`src/hw/rtl/pvr_pkg.sv`:
```
// pvr_pkg: shared types, constants and microcode for the PI regulator.
// Holds the control word layout and the program ROM read by pvr_seq.
// No dependencies.
`default_nettype none

package pvr_pkg;

  localparam int CFG_AW = 3;
  localparam int CFG_DW = 40;

  localparam logic [CFG_AW-1:0] CFG_TARGET = 3'd0;
  localparam logic [CFG_AW-1:0] CFG_VPC    = 3'd1;
  localparam logic [CFG_AW-1:0] CFG_PGAIN  = 3'd2;
  localparam logic [CFG_AW-1:0] CFG_IGAIN  = 3'd3;
  localparam logic [CFG_AW-1:0] CFG_TOP    = 3'd4;

  localparam logic [21:0] VOLT_MAX = 22'h3F_FFFF;
  localparam logic [16:0] DUTY_ONE = 17'h1_0000;
  localparam logic [15:0] TOP_RST  = 16'hFFFF;

  // integral term saturates here; any value past 2^38 + 2^16 clamps the duty alike
  localparam int          ACC_W   = 42;
  localparam logic [41:0] ACC_SAT = 42'h200_0000_0000;

  localparam int STEP_W = 4;
  typedef logic [STEP_W-1:0] step_t;

  localparam step_t ST_WAIT = 4'd0;
  localparam step_t ST_OUT  = 4'd13;

  typedef enum logic [2:0] {
    A_ZERO, A_SAMPLE, A_ERRMAG, A_PGAIN, A_KL, A_KH, A_TOPP1
  } a_sel_t;

  typedef enum logic [2:0] {
    B_ZERO, B_VPC, B_LOOP, B_ERRMAG, B_ML, B_MH, B_DUTY
  } b_sel_t;

  typedef enum logic [3:0] {
    WB_NONE, WB_VOLT, WB_INTEG, WB_PTERM, WB_ACC_HI, WB_ACC_ADD, WB_ACC_ADD_HI,
    WB_DUTY, WB_OUT
  } wb_op_t;

  typedef enum logic [1:0] {
    C_NONE, C_NO_INPUT, C_OUT_BUSY
  } jcond_t;

  typedef struct packed {
    a_sel_t a_sel;
    b_sel_t b_sel;
    wb_op_t wb;
    jcond_t cond;
    step_t  tgt;
    logic   done;
  } ctrl_word_t;

  typedef struct packed {
    logic in_fire;
    logic out_busy;
  } seq_stat_t;

  function automatic ctrl_word_t uw(a_sel_t a, b_sel_t b, wb_op_t wb, jcond_t c,
                                    step_t t, logic d);
    ctrl_word_t w;
    w = '{a_sel: a, b_sel: b, wb: wb, cond: c, tgt: t, done: d};
    return w;
  endfunction

  // product of step n is written back at step n+1
  // last step keeps the level product alive while the output word waits
  function automatic ctrl_word_t uc_word(step_t s);
    ctrl_word_t w;
    case (s)
      4'd0:    w = uw(A_ZERO,   B_ZERO,   WB_NONE,       C_NO_INPUT, ST_WAIT, 1'b0);
      4'd1:    w = uw(A_SAMPLE, B_VPC,    WB_NONE,       C_NONE,     ST_WAIT, 1'b0);
      4'd2:    w = uw(A_ZERO,   B_ZERO,   WB_VOLT,       C_NONE,     ST_WAIT, 1'b0);
      4'd3:    w = uw(A_ERRMAG, B_LOOP,   WB_NONE,       C_NONE,     ST_WAIT, 1'b0);
      4'd4:    w = uw(A_PGAIN,  B_ERRMAG, WB_INTEG,      C_NONE,     ST_WAIT, 1'b0);
      4'd5:    w = uw(A_ZERO,   B_ZERO,   WB_PTERM,      C_NONE,     ST_WAIT, 1'b0);
      4'd6:    w = uw(A_KL,     B_ML,     WB_NONE,       C_NONE,     ST_WAIT, 1'b0);
      4'd7:    w = uw(A_KL,     B_MH,     WB_ACC_HI,     C_NONE,     ST_WAIT, 1'b0);
      4'd8:    w = uw(A_KH,     B_ML,     WB_ACC_ADD,    C_NONE,     ST_WAIT, 1'b0);
      4'd9:    w = uw(A_KH,     B_MH,     WB_ACC_ADD,    C_NONE,     ST_WAIT, 1'b0);
      4'd10:   w = uw(A_ZERO,   B_ZERO,   WB_ACC_ADD_HI, C_NONE,     ST_WAIT, 1'b0);
      4'd11:   w = uw(A_ZERO,   B_ZERO,   WB_DUTY,       C_NONE,     ST_WAIT, 1'b0);
      4'd12:   w = uw(A_TOPP1,  B_DUTY,   WB_NONE,       C_NONE,     ST_WAIT, 1'b0);
      4'd13:   w = uw(A_TOPP1,  B_DUTY,   WB_OUT,        C_OUT_BUSY, ST_OUT,  1'b1);
      default: w = uw(A_ZERO,   B_ZERO,   WB_NONE,       C_NONE,     ST_WAIT, 1'b1);
    endcase
    return w;
  endfunction

endpackage

`default_nettype wire

```
`src/hw/rtl/pvr_seq.sv`:
```
// pvr_seq: step counter and microcode ROM with conditional jumps.
// Depends on pvr_pkg.
`default_nettype none

module pvr_seq (
  input  wire                   clk,
  input  wire                   rst_n,
  input  pvr_pkg::seq_stat_t    stat,
  output pvr_pkg::ctrl_word_t   ctrl
);
  import pvr_pkg::*;

  step_t      step_r;
  step_t      step_nxt;
  ctrl_word_t word;
  logic       jump;

  always_comb begin
    word = uc_word(step_r);
    jump = ((word.cond == C_NO_INPUT) && !stat.in_fire) ||
           ((word.cond == C_OUT_BUSY) && stat.out_busy);
    if (jump) begin
      step_nxt = word.tgt;
    end else if (word.done) begin
      step_nxt = ST_WAIT;
    end else begin
      step_nxt = step_r + 1'b1;
    end
    ctrl = word;
    if (jump && (word.cond == C_OUT_BUSY)) begin
      ctrl.wb = WB_NONE;
    end
  end

  always_ff @(posedge clk) begin
    if (!rst_n) begin
      step_r <= ST_WAIT;
    end else begin
      step_r <= step_nxt;
    end
  end

endmodule

`default_nettype wire

```
`src/hw/rtl/pvr_dp.sv`:
```
// pvr_dp: shared 32x32 multiplier, PI arithmetic registers and output word.
// Driven by the control word from pvr_seq; depends on pvr_pkg.
`default_nettype none

module pvr_dp #(
  parameter int ADC_BITS      = 12,
  parameter int INTEGRAL_BITS = 48
) (
  input  wire                      clk,
  input  wire                      rst_n,
  input  pvr_pkg::ctrl_word_t      ctrl,
  input  wire                      load,
  input  wire [ADC_BITS-1:0]       sample,
  input  wire [15:0]               loop_us,
  input  wire [21:0]               target,
  input  wire [23:0]               vpc,
  input  wire [31:0]               pgain,
  input  wire [39:0]               igain,
  input  wire [15:0]               pwm_top,
  output logic [16:0]              level,
  output logic [16:0]              duty,
  output logic [21:0]              volt
);
  import pvr_pkg::*;

  localparam int IB = INTEGRAL_BITS;
  localparam int SW = ((IB > 40) ? IB : 40) + 1;
  localparam logic signed [SW-1:0] IMAX = {{(SW-IB+1){1'b0}}, {(IB-1){1'b1}}};
  localparam logic signed [SW-1:0] IMIN = ~IMAX;

  logic [ADC_BITS-1:0]  sample_r, sample_nxt;
  logic [15:0]          loop_r, loop_nxt;
  logic [63:0]          prod_r, prod_nxt;
  logic [21:0]          volt_r, volt_nxt;
  logic                 err_neg_r, err_neg_nxt;
  logic [21:0]          err_mag_r, err_mag_nxt;
  logic signed [IB-1:0] integ_r, integ_nxt;
  logic [37:0]          p_mag_r, p_mag_nxt;
  logic                 p_neg_r, p_neg_nxt;
  logic [63:0]          imag_r, imag_nxt;
  logic                 ineg_r, ineg_nxt;
  logic [ACC_W-1:0]     acc_r, acc_nxt;
  logic [16:0]          duty_r, duty_nxt;
  logic [16:0]          o_level_r, o_level_nxt;
  logic [16:0]          o_duty_r, o_duty_nxt;
  logic [21:0]          o_volt_r, o_volt_nxt;

  logic [31:0]          mul_a, mul_b;
  logic [21:0]          volt_sat;
  logic [22:0]          diff;
  logic [SW-1:0]        inc_mag;
  logic signed [SW-1:0] iext, iinc, isum;
  logic signed [63:0]   i64;
  logic [40:0]          addend;
  logic                 addend_big;
  logic [ACC_W:0]       asum;
  logic signed [43:0]   psg, isg, dsum;

  always_comb begin
    case (ctrl.a_sel)
      A_SAMPLE: mul_a = 32'(sample_r);
      A_ERRMAG: mul_a = 32'(err_mag_r);
      A_PGAIN:  mul_a = pgain;
      A_KL:     mul_a = igain[31:0];
      A_KH:     mul_a = 32'(igain[39:32]);
      A_TOPP1:  mul_a = 32'({1'b0, pwm_top} + 17'd1);
      default:  mul_a = 32'd0;
    endcase
    case (ctrl.b_sel)
      B_VPC:    mul_b = 32'(vpc);
      B_LOOP:   mul_b = 32'(loop_r);
      B_ERRMAG: mul_b = 32'(err_mag_r);
      B_ML:     mul_b = imag_r[31:0];
      B_MH:     mul_b = imag_r[63:32];
      B_DUTY:   mul_b = 32'(duty_r);
      default:  mul_b = 32'd0;
    endcase
    prod_nxt = {32'd0, mul_a} * {32'd0, mul_b};
  end

  always_comb begin
    volt_sat = (|prod_r[63:30]) ? VOLT_MAX : prod_r[29:8];
    diff     = {1'b0, target} - {1'b0, volt_sat};

    inc_mag  = SW'(prod_r[37:0]);
    iext     = SW'(integ_r);
    iinc     = err_neg_r ? -$signed(inc_mag) : $signed(inc_mag);
    isum     = iext + iinc;

    i64      = 64'(integ_r);

    case (ctrl.wb)
      WB_ACC_ADD: begin
        addend     = prod_r[40:0];
        addend_big = |prod_r[63:41];
      end
      WB_ACC_ADD_HI: begin
        addend     = {prod_r[8:0], 32'd0};
        addend_big = |prod_r[63:9];
      end
      default: begin
        addend     = 41'd0;
        addend_big = 1'b0;
      end
    endcase
    asum = {1'b0, acc_r} + {2'b00, addend};

    psg  = p_neg_r ? -$signed(44'(p_mag_r)) : $signed(44'(p_mag_r));
    isg  = ineg_r ? -$signed(44'(acc_r)) : $signed(44'(acc_r));
    dsum = psg + isg;
  end

  always_comb begin
    sample_nxt  = load ? sample : sample_r;
    loop_nxt    = load ? loop_us : loop_r;
    volt_nxt    = volt_r;
    err_neg_nxt = err_neg_r;
    err_mag_nxt = err_mag_r;
    integ_nxt   = integ_r;
    p_mag_nxt   = p_mag_r;
    p_neg_nxt   = p_neg_r;
    imag_nxt    = imag_r;
    ineg_nxt    = ineg_r;
    acc_nxt     = acc_r;
    duty_nxt    = duty_r;
    o_level_nxt = o_level_r;
    o_duty_nxt  = o_duty_r;
    o_volt_nxt  = o_volt_r;
    case (ctrl.wb)
      WB_VOLT: begin
        volt_nxt    = volt_sat;
        err_neg_nxt = diff[22];
        err_mag_nxt = diff[22] ? 22'(-diff) : diff[21:0];
      end
      WB_INTEG: begin
        if (isum > IMAX) begin
          integ_nxt = IB'(IMAX);
        end else if (isum < IMIN) begin
          integ_nxt = IB'(IMIN);
        end else begin
          integ_nxt = IB'(isum);
        end
      end
      WB_PTERM: begin
        p_mag_nxt = prod_r[53:16];
        p_neg_nxt = err_neg_r;
        imag_nxt  = i64[63] ? 64'(-i64) : 64'(i64);
        ineg_nxt  = i64[63];
      end
      WB_ACC_HI: begin
        acc_nxt = ACC_W'(prod_r[63:32]);
      end
      WB_ACC_ADD, WB_ACC_ADD_HI: begin
        acc_nxt = (addend_big || (asum >= {1'b0, ACC_SAT})) ? ACC_SAT : asum[ACC_W-1:0];
      end
      WB_DUTY: begin
        if ((target == 22'd0) || (dsum < 0)) begin
          duty_nxt = 17'd0;
        end else if (dsum > $signed(44'(DUTY_ONE))) begin
          duty_nxt = DUTY_ONE;
        end else begin
          duty_nxt = dsum[16:0];
        end
      end
      WB_OUT: begin
        o_level_nxt = prod_r[32:16];
        o_duty_nxt  = duty_r;
        o_volt_nxt  = volt_r;
      end
      default: begin
      end
    endcase
  end

  always_ff @(posedge clk) begin
    if (!rst_n) begin
      integ_r <= '0;
    end else begin
      integ_r <= integ_nxt;
    end
  end

  always_ff @(posedge clk) begin
    sample_r  <= sample_nxt;
    loop_r    <= loop_nxt;
    prod_r    <= prod_nxt;
    volt_r    <= volt_nxt;
    err_neg_r <= err_neg_nxt;
    err_mag_r <= err_mag_nxt;
    p_mag_r   <= p_mag_nxt;
    p_neg_r   <= p_neg_nxt;
    imag_r    <= imag_nxt;
    ineg_r    <= ineg_nxt;
    acc_r     <= acc_nxt;
    duty_r    <= duty_nxt;
    o_level_r <= o_level_nxt;
    o_duty_r  <= o_duty_nxt;
    o_volt_r  <= o_volt_nxt;
  end

  assign level = o_level_r;
  assign duty  = o_duty_r;
  assign volt  = o_volt_r;

endmodule

`default_nettype wire

```
`src/hw/rtl/pi_voltage_regulator_pwm.sv`:
```
// pi_voltage_regulator_pwm: PI voltage loop with clamped duty and PWM compare level.
// One input word at a time: in_tready is high only while the microcode program, which shares
// a single 32x32 multiplier, waits at its first step; out_tvalid rises after the last step,
// which holds while the previous output word waits on out_tready.
// Reset: integral cleared, config registers zero except pwm_top = 65535, output empty.
// Uses pvr_pkg, pvr_seq, pvr_dp.
`default_nettype none

module pi_voltage_regulator_pwm #(
  parameter int ADC_BITS      = 12,
  parameter int INTEGRAL_BITS = 48
) (
  input  wire                               clk,
  input  wire                               rst_n,
  input  wire                               in_tvalid,
  output logic                              in_tready,
  // voltage_sample [ADC_BITS-1:0], loop_time_us [ADC_BITS+15:ADC_BITS]
  input  wire [((ADC_BITS+16+7)/8)*8-1:0]   in_tdata,
  output logic                              out_tvalid,
  input  wire                               out_tready,
  // pwm_level [16:0], duty_fraction [33:17], measured_voltage [55:34]
  output logic [55:0]                       out_tdata,
  input  wire                               cfg_wr_en,
  input  wire [pvr_pkg::CFG_AW-1:0]         cfg_addr,
  input  wire [pvr_pkg::CFG_DW-1:0]         cfg_wdata
);
  import pvr_pkg::*;

  logic [21:0] target_r;
  logic [23:0] vpc_r;
  logic [31:0] pgain_r;
  logic [39:0] igain_r;
  logic [15:0] top_r;
  logic        out_tvalid_r, out_tvalid_nxt;

  ctrl_word_t  ctrl;
  seq_stat_t   stat;
  logic [16:0] level, duty;
  logic [21:0] volt;

  always_ff @(posedge clk) begin
    if (!rst_n) begin
      target_r <= '0;
      vpc_r    <= '0;
      pgain_r  <= '0;
      igain_r  <= '0;
      top_r    <= TOP_RST;
    end else if (cfg_wr_en) begin
      case (cfg_addr)
        CFG_TARGET: target_r <= cfg_wdata[21:0];
        CFG_VPC:    vpc_r    <= cfg_wdata[23:0];
        CFG_PGAIN:  pgain_r  <= cfg_wdata[31:0];
        CFG_IGAIN:  igain_r  <= cfg_wdata[39:0];
        CFG_TOP:    top_r    <= cfg_wdata[15:0];
        default: begin
        end
      endcase
    end
  end

  assign in_tready     = (ctrl.cond == C_NO_INPUT);
  assign stat.in_fire  = in_tvalid && in_tready;
  assign stat.out_busy = out_tvalid_r && !out_tready;

  assign out_tvalid_nxt = (ctrl.wb == WB_OUT) || stat.out_busy;

  always_ff @(posedge clk) begin
    if (!rst_n) begin
      out_tvalid_r <= 1'b0;
    end else begin
      out_tvalid_r <= out_tvalid_nxt;
    end
  end

  pvr_seq u_seq (
    .clk   (clk),
    .rst_n (rst_n),
    .stat  (stat),
    .ctrl  (ctrl)
  );

  pvr_dp #(
    .ADC_BITS      (ADC_BITS),
    .INTEGRAL_BITS (INTEGRAL_BITS)
  ) u_dp (
    .clk     (clk),
    .rst_n   (rst_n),
    .ctrl    (ctrl),
    .load    (stat.in_fire),
    .sample  (in_tdata[ADC_BITS-1:0]),
    .loop_us (in_tdata[ADC_BITS+15:ADC_BITS]),
    .target  (target_r),
    .vpc     (vpc_r),
    .pgain   (pgain_r),
    .igain   (igain_r),
    .pwm_top (top_r),
    .level   (level),
    .duty    (duty),
    .volt    (volt)
  );

  assign out_tvalid = out_tvalid_r;
  assign out_tdata  = {volt, duty, level};

endmodule

`default_nettype wire

```
`config.mk`:
```
export PLATFORM = sky130hd
export DESIGN_NAME = pi_voltage_regulator_pwm
export DESIGN_NICKNAME = d
export VERILOG_FILES = /design/src/hw/rtl/pvr_pkg.sv /design/src/hw/rtl/pvr_seq.sv /design/src/hw/rtl/pvr_dp.sv /design/src/hw/rtl/pi_voltage_regulator_pwm.sv
export SDC_FILE = /design/constraint.sdc
export NUM_CORES = 2
export LEC_CHECK = 0
export ABC_AREA = 1
export BUFFER_PORTS_ARGS = -buffer_cell sky130_fd_sc_hd__buf_2
export CORE_ASPECT_RATIO = 0.75
export CORE_MARGIN = 2
export CORE_UTILIZATION = 49
export DETAILED_ROUTE_END_ITERATION = 16
export PLACE_DENSITY_LB_ADDON = 0.25
export SYNTH_ARGS = -nofsm -noshare
export SYNTH_HDL_FRONTEND = slang
export SYNTH_SLANG_ARGS = --single-unit
```
`constraint.sdc`:
```
create_clock -name clk -period 8.62 [get_ports clk]
set_input_delay 0.862 -clock clk [delete_from_list [all_inputs] [get_ports clk]]
set_output_delay 0.862 -clock clk [all_outputs]
set_load 0.005 [all_outputs]
```
==> impl_metrics.toml <==
[die]
starting_utilization_of_the_core_area_pct = 49.40
die_y_um = 327.1
boundaryPins = 138
die_area_sq_um = 142200
die_width_um = 434.8
rows = 118
placeableCoreArea_sq_um = 138000

[logic_synthesis]
main_combinational_cell_family_by_area_after_synthesis = "adder cells"
yosys.area_share.adder_pct = 34.31
post_synth_mux_area_share_pct = 0.01468
post_synth_and_or_nand_nor_area_fraction_pct = 19.77
synth_flop_cell = "sky130_fd_sc_hd__edfxtp_1"
synth.ff_latch_count = 553
post_synth_instance_area_sq_um = 68190
synth-xor-area-share_pct = 4.288
synth.yosys.seq_area_share_pct = 20.52
synthesis.instances = 8744
synth.lib_cells_used.distinct = 74
number_of_enable_type_register_cells_in_the_synthesized_netlist = 292
synth_compound_gate_area_share_pct = 9.257
synth_area_per_inst_sq_um = 7.799
count_of_yosys_warnings_during_synthesis = 0
postSynth.asyncResetShare_pct = 0

[grt]
largest_net_degree_at_the_start_of_global_routing = 111
wire_length_of_the_first_global_routing_pass_um = 378400
globalRoute.totalOverflow = 0
grt_antenna_before_repair = 25
global_route.usage.total_pct = 35.59
first_global_vias = 59380

[critical_path]
critical-path-top-cell-by-count = "sky130_fd_sc_hd__fa_1"
path_class = "reg -> reg"
crit_reg_reg_endpoint = "u_dp.prod_r[48]$_DFF_P_"
crit-reg2reg-launch = "u_seq.word[14]$_DFF_P_"
r2r_setup_slack_ns = 0.04
worstRegToRegCells = 31
cp.required_ns = 9.16
critical_path_sink_type = "flop"
worst_setup_path_start_kind = "flop"
crit_path_top_delay_cell = "sky130_fd_sc_hd__fa_1"
cp_max_fo = 12
biggest_cell_delay_along_the_critical_path_ns = 0.56
timing.critical_path.arrival_ns = 9.12

[clocking]
number_of_h_tree_levels = 2
root_buf_cell = "sky130_fd_sc_hd__clkbuf_16"
worstSkewPairLatency_ns = 0.70
clock_edge_transition_at_the_registers_on_the_reported_setup_and_hold_paths_ns = 0.08
ctsHoldBuffers = 0
clock_tree_from_tritoncts = "done"
cts.sinks = 553
cts-root-to-sink-buffers = 3
cts-buffers-inserted = 53

[sta]
tightestPinTransition_ns = 1.124
fin_crit_sh_pct = 99.49
max_slew_violation_count = 0
rsz0062_at_grt = "true"
totalNegativeSetupSlack_ns = 0
setup-violations-final = 0
slew_headroom_pct = 24.25
achievable-frequency_mhz = 116.6
skew_ns = 0.08391
timing.final.hold_violations = 0
post-route-min-period_ns = 8.576

[power_and_ir_drop]
max-vdd-ir-drop_mv = 0.1973
powerDensity_nw_per_um2 = 116.1
power.leakage_nw = 38.87
p_total_w = 0.008902

[routing]
avgRoutedWirePerCell_um = 22.95
viasPerCell = 5.545
postRouteAntennaNets = 0
finalWirelength_um = 253500
vias = 61260
violation_count_after_the_first_detailed_routing_iteration = 7413
drt_drc_violations_left = 0
detail_route.first_pass.iterations = 8

[run_status]
outcome = "complete, no violations"

[hold_path]
hold_critical_path_endpoint = "u_dp.loop_r[11]$_DFFE_PP_"
hold_class = "in -> reg"
min-delay-start = "in_tdata[23]"
holdPathStages = 1

[placed_design]
dp_hpwl_um = 213200
port_buffers = 133
gp_congestion = 1.038

[layout]
drive_above_1_share_pct = 10.23
footprint_of_the_multi_input_gates_sq_um = 46830
final-seq-area_sq_um = 14000
nNetsFinal = 10530
post-route-util_pct = 55.55
fillCellCount = 13080
area_growth_pct = 12.46

[run]
cap_viol_max_count = 0
[registers in the layout (all words and copies together), names as in the netlist, 4 cells and up]
signal,count
u_dp.integ_r,48
u_seq.step_r,4
u_dp.err_mag_r,22
vpc_r,24
igain_r,40
u_dp.sample_r,12
pgain_r,32
u_dp.volt,22
u_dp.volt_r,22
u_dp.duty_r,17
u_dp.duty,17
u_seq.word,10
top_r,16
u_dp.imag_r,64
u_dp.acc_r,42
u_dp.loop_r,16
u_dp.p_mag_r,38
u_dp.level,17
target_r,22
u_dp.prod_r,64
[where the power goes]
part	leakage [nW]	internal [W]	switching, W
sequential	4.84	0.00294	0.0000904
combinational	33.1	0.000968	0.00226
clock	0.926	0.00146	0.00118
total	38.9	0.00537	0.00353
[synth_stat cells (all sizes together) (4+ instances only)]
cell type	count	area (sq um)
a21o	37	277.8
xnor2	107	937.2
edfxtp	292	8768
o21bai	26	195.2
nand3b	19	142.6
buf	56	356.6
nor2	1133	4340
nor3	81	466.7
a21boi	14	108.9
xor2	226	1987
o31ai	7	57.55
o21ai	433	2175
nor4	49	374.1
nand2	1716	6474
nand4	56	356.6
clkinv	12	45.04
clkbuf	217	814.5
o41ai	5	43.79
o21a	16	120.1
nand3	215	1114
a31oi	43	269.0
ha	430	5380
o22ai	37	244.0
a221oi	17	155.1
a21oi	431	2288
dfxtp	261	5225
o211ai	22	165.2
or2	12	75.08
and2	13	81.33
a211oi	4	30.03
fa	900	18020
a22o	6	52.55
inv	1826	6854
[logic make-up (layout without fill, tap and decap cells)]
logic type / Yosys count / in the layout
other: 1 / 36
adder cells (fa/ha/maj): 1330 / 1330
flip-flops: 553 / 553
AND/OR/NAND/NOR: 3302 / 3302
AO/OA/AOI/OAI: 1113 / 1113
buffers and inverters: 2111 / 2521
multiplexers: 1 / 1
XOR/XNOR: 333 / 333
[final cells by class]
type | instances | area share, %
diodes | 20 | 0.06526
clock buffers | 65 | 1.898
clock inverters | 35 | 0.6053
inverters | 1838 | 9.064
multi-input cells | 6095 | 61.07
flip-flops and latches | 553 | 18.26
well taps | 1860 | 3.035
repair buffers | 583 | 6.003
[placed cells by master (no fill, tap or decap), types with 30 or more instances in the layout]
cell type                      n
sky130_fd_sc_hd__a21o_1       36
sky130_fd_sc_hd__o21ai_0     397
sky130_fd_sc_hd__nor2_2       32
sky130_fd_sc_hd__nor4_1       30
sky130_fd_sc_hd__a21oi_2      40
sky130_fd_sc_hd__nand3_1     203
sky130_fd_sc_hd__clkbuf_16    55
sky130_fd_sc_hd__inv_1      1787
sky130_fd_sc_hd__nor2_1     1089
sky130_fd_sc_hd__a31oi_1      40
sky130_fd_sc_hd__buf_2       132
sky130_fd_sc_hd__buf_4       396
sky130_fd_sc_hd__nand4_1      55
sky130_fd_sc_hd__o21ai_1      34
sky130_fd_sc_hd__dfxtp_1     257
sky130_fd_sc_hd__ha_1        422
sky130_fd_sc_hd__nand2_1    1695
sky130_fd_sc_hd__xor2_1      225
sky130_fd_sc_hd__a21oi_1     389
sky130_fd_sc_hd__buf_12       40
sky130_fd_sc_hd__fa_1        897
sky130_fd_sc_hd__nor3_1       64
sky130_fd_sc_hd__edfxtp_1    292
sky130_fd_sc_hd__xnor2_1     107
[metal layers]
metal | vias to the layer above | routed length (um) | track usage (%)
met1 | 29870 | 112900 | 54.14
met5 | - | 370 | 0.1975
met4 | 15 | 9780 | 12.33
met2 | 3289 | 97430 | 47.68
li1 | 27670 | - | -
met3 | 422 | 33100 | 10.11
[how the worst max path moves through the flow]
stage                     depth (start not counted)                    from  slack, ns                 endpoint
after global routing                             38   top_r[2]$_SDFFE_PN1P_      -0.02  u_dp.prod_r[63]$_DFF_P_
after floorplan                                  34  u_seq.word[15]$_DFF_P_       1.02  u_dp.prod_r[60]$_DFF_P_
after detailed placement                         33  u_seq.word[15]$_DFF_P_      -0.34  u_dp.prod_r[60]$_DFF_P_
after CTS                                        33  u_seq.word[15]$_DFF_P_       0.02  u_dp.prod_r[58]$_DFF_P_
after global placement                           31  u_seq.word[15]$_DFF_P_      -0.22  u_dp.prod_r[60]$_DFF_P_
final                                            31  u_seq.word[14]$_DFF_P_       0.04  u_dp.prod_r[48]$_DFF_P_
[critical path: cells and delay by family, from the launching register on]
| kind | cells | cell delay, ns |
|---|---|---|
| AO/OA/AOI/OAI | 6 | 1.10 |
| AND/OR/NAND/NOR | 7 | 1.19 |
| XOR/XNOR | 1 | 0.19 |
| flip-flops | 1 | 0.46 |
| adder cells (fa/ha/maj) | 9 | 4.28 |
| buffers and inverters | 8 | 1.19 |
[stage by stage]
stage	worst slack, ns	std cells	area (sq um)	hold slack, ns
finish	0.04435	11050	76680	0.3353
floorplan	1.023	8759	68250	0.4003
global placement	-0.2185	10920	74130	0.4004
detailed placement	-0.3377	10920	74130	0.4045
CTS	0.01813	11020	76110	0.3160
global route	-0.02455	11040	76650	0.3310
[repair_timing]
action / CTS / global route
setup buffers: 1 / 9
pin swaps: 0 / 12
gates resized for setup: 14 / 128
setup endpoints to repair: 23 / 37
gates cloned: 0 / 0
Note: power is estimated with default switching activity, not from simulation.
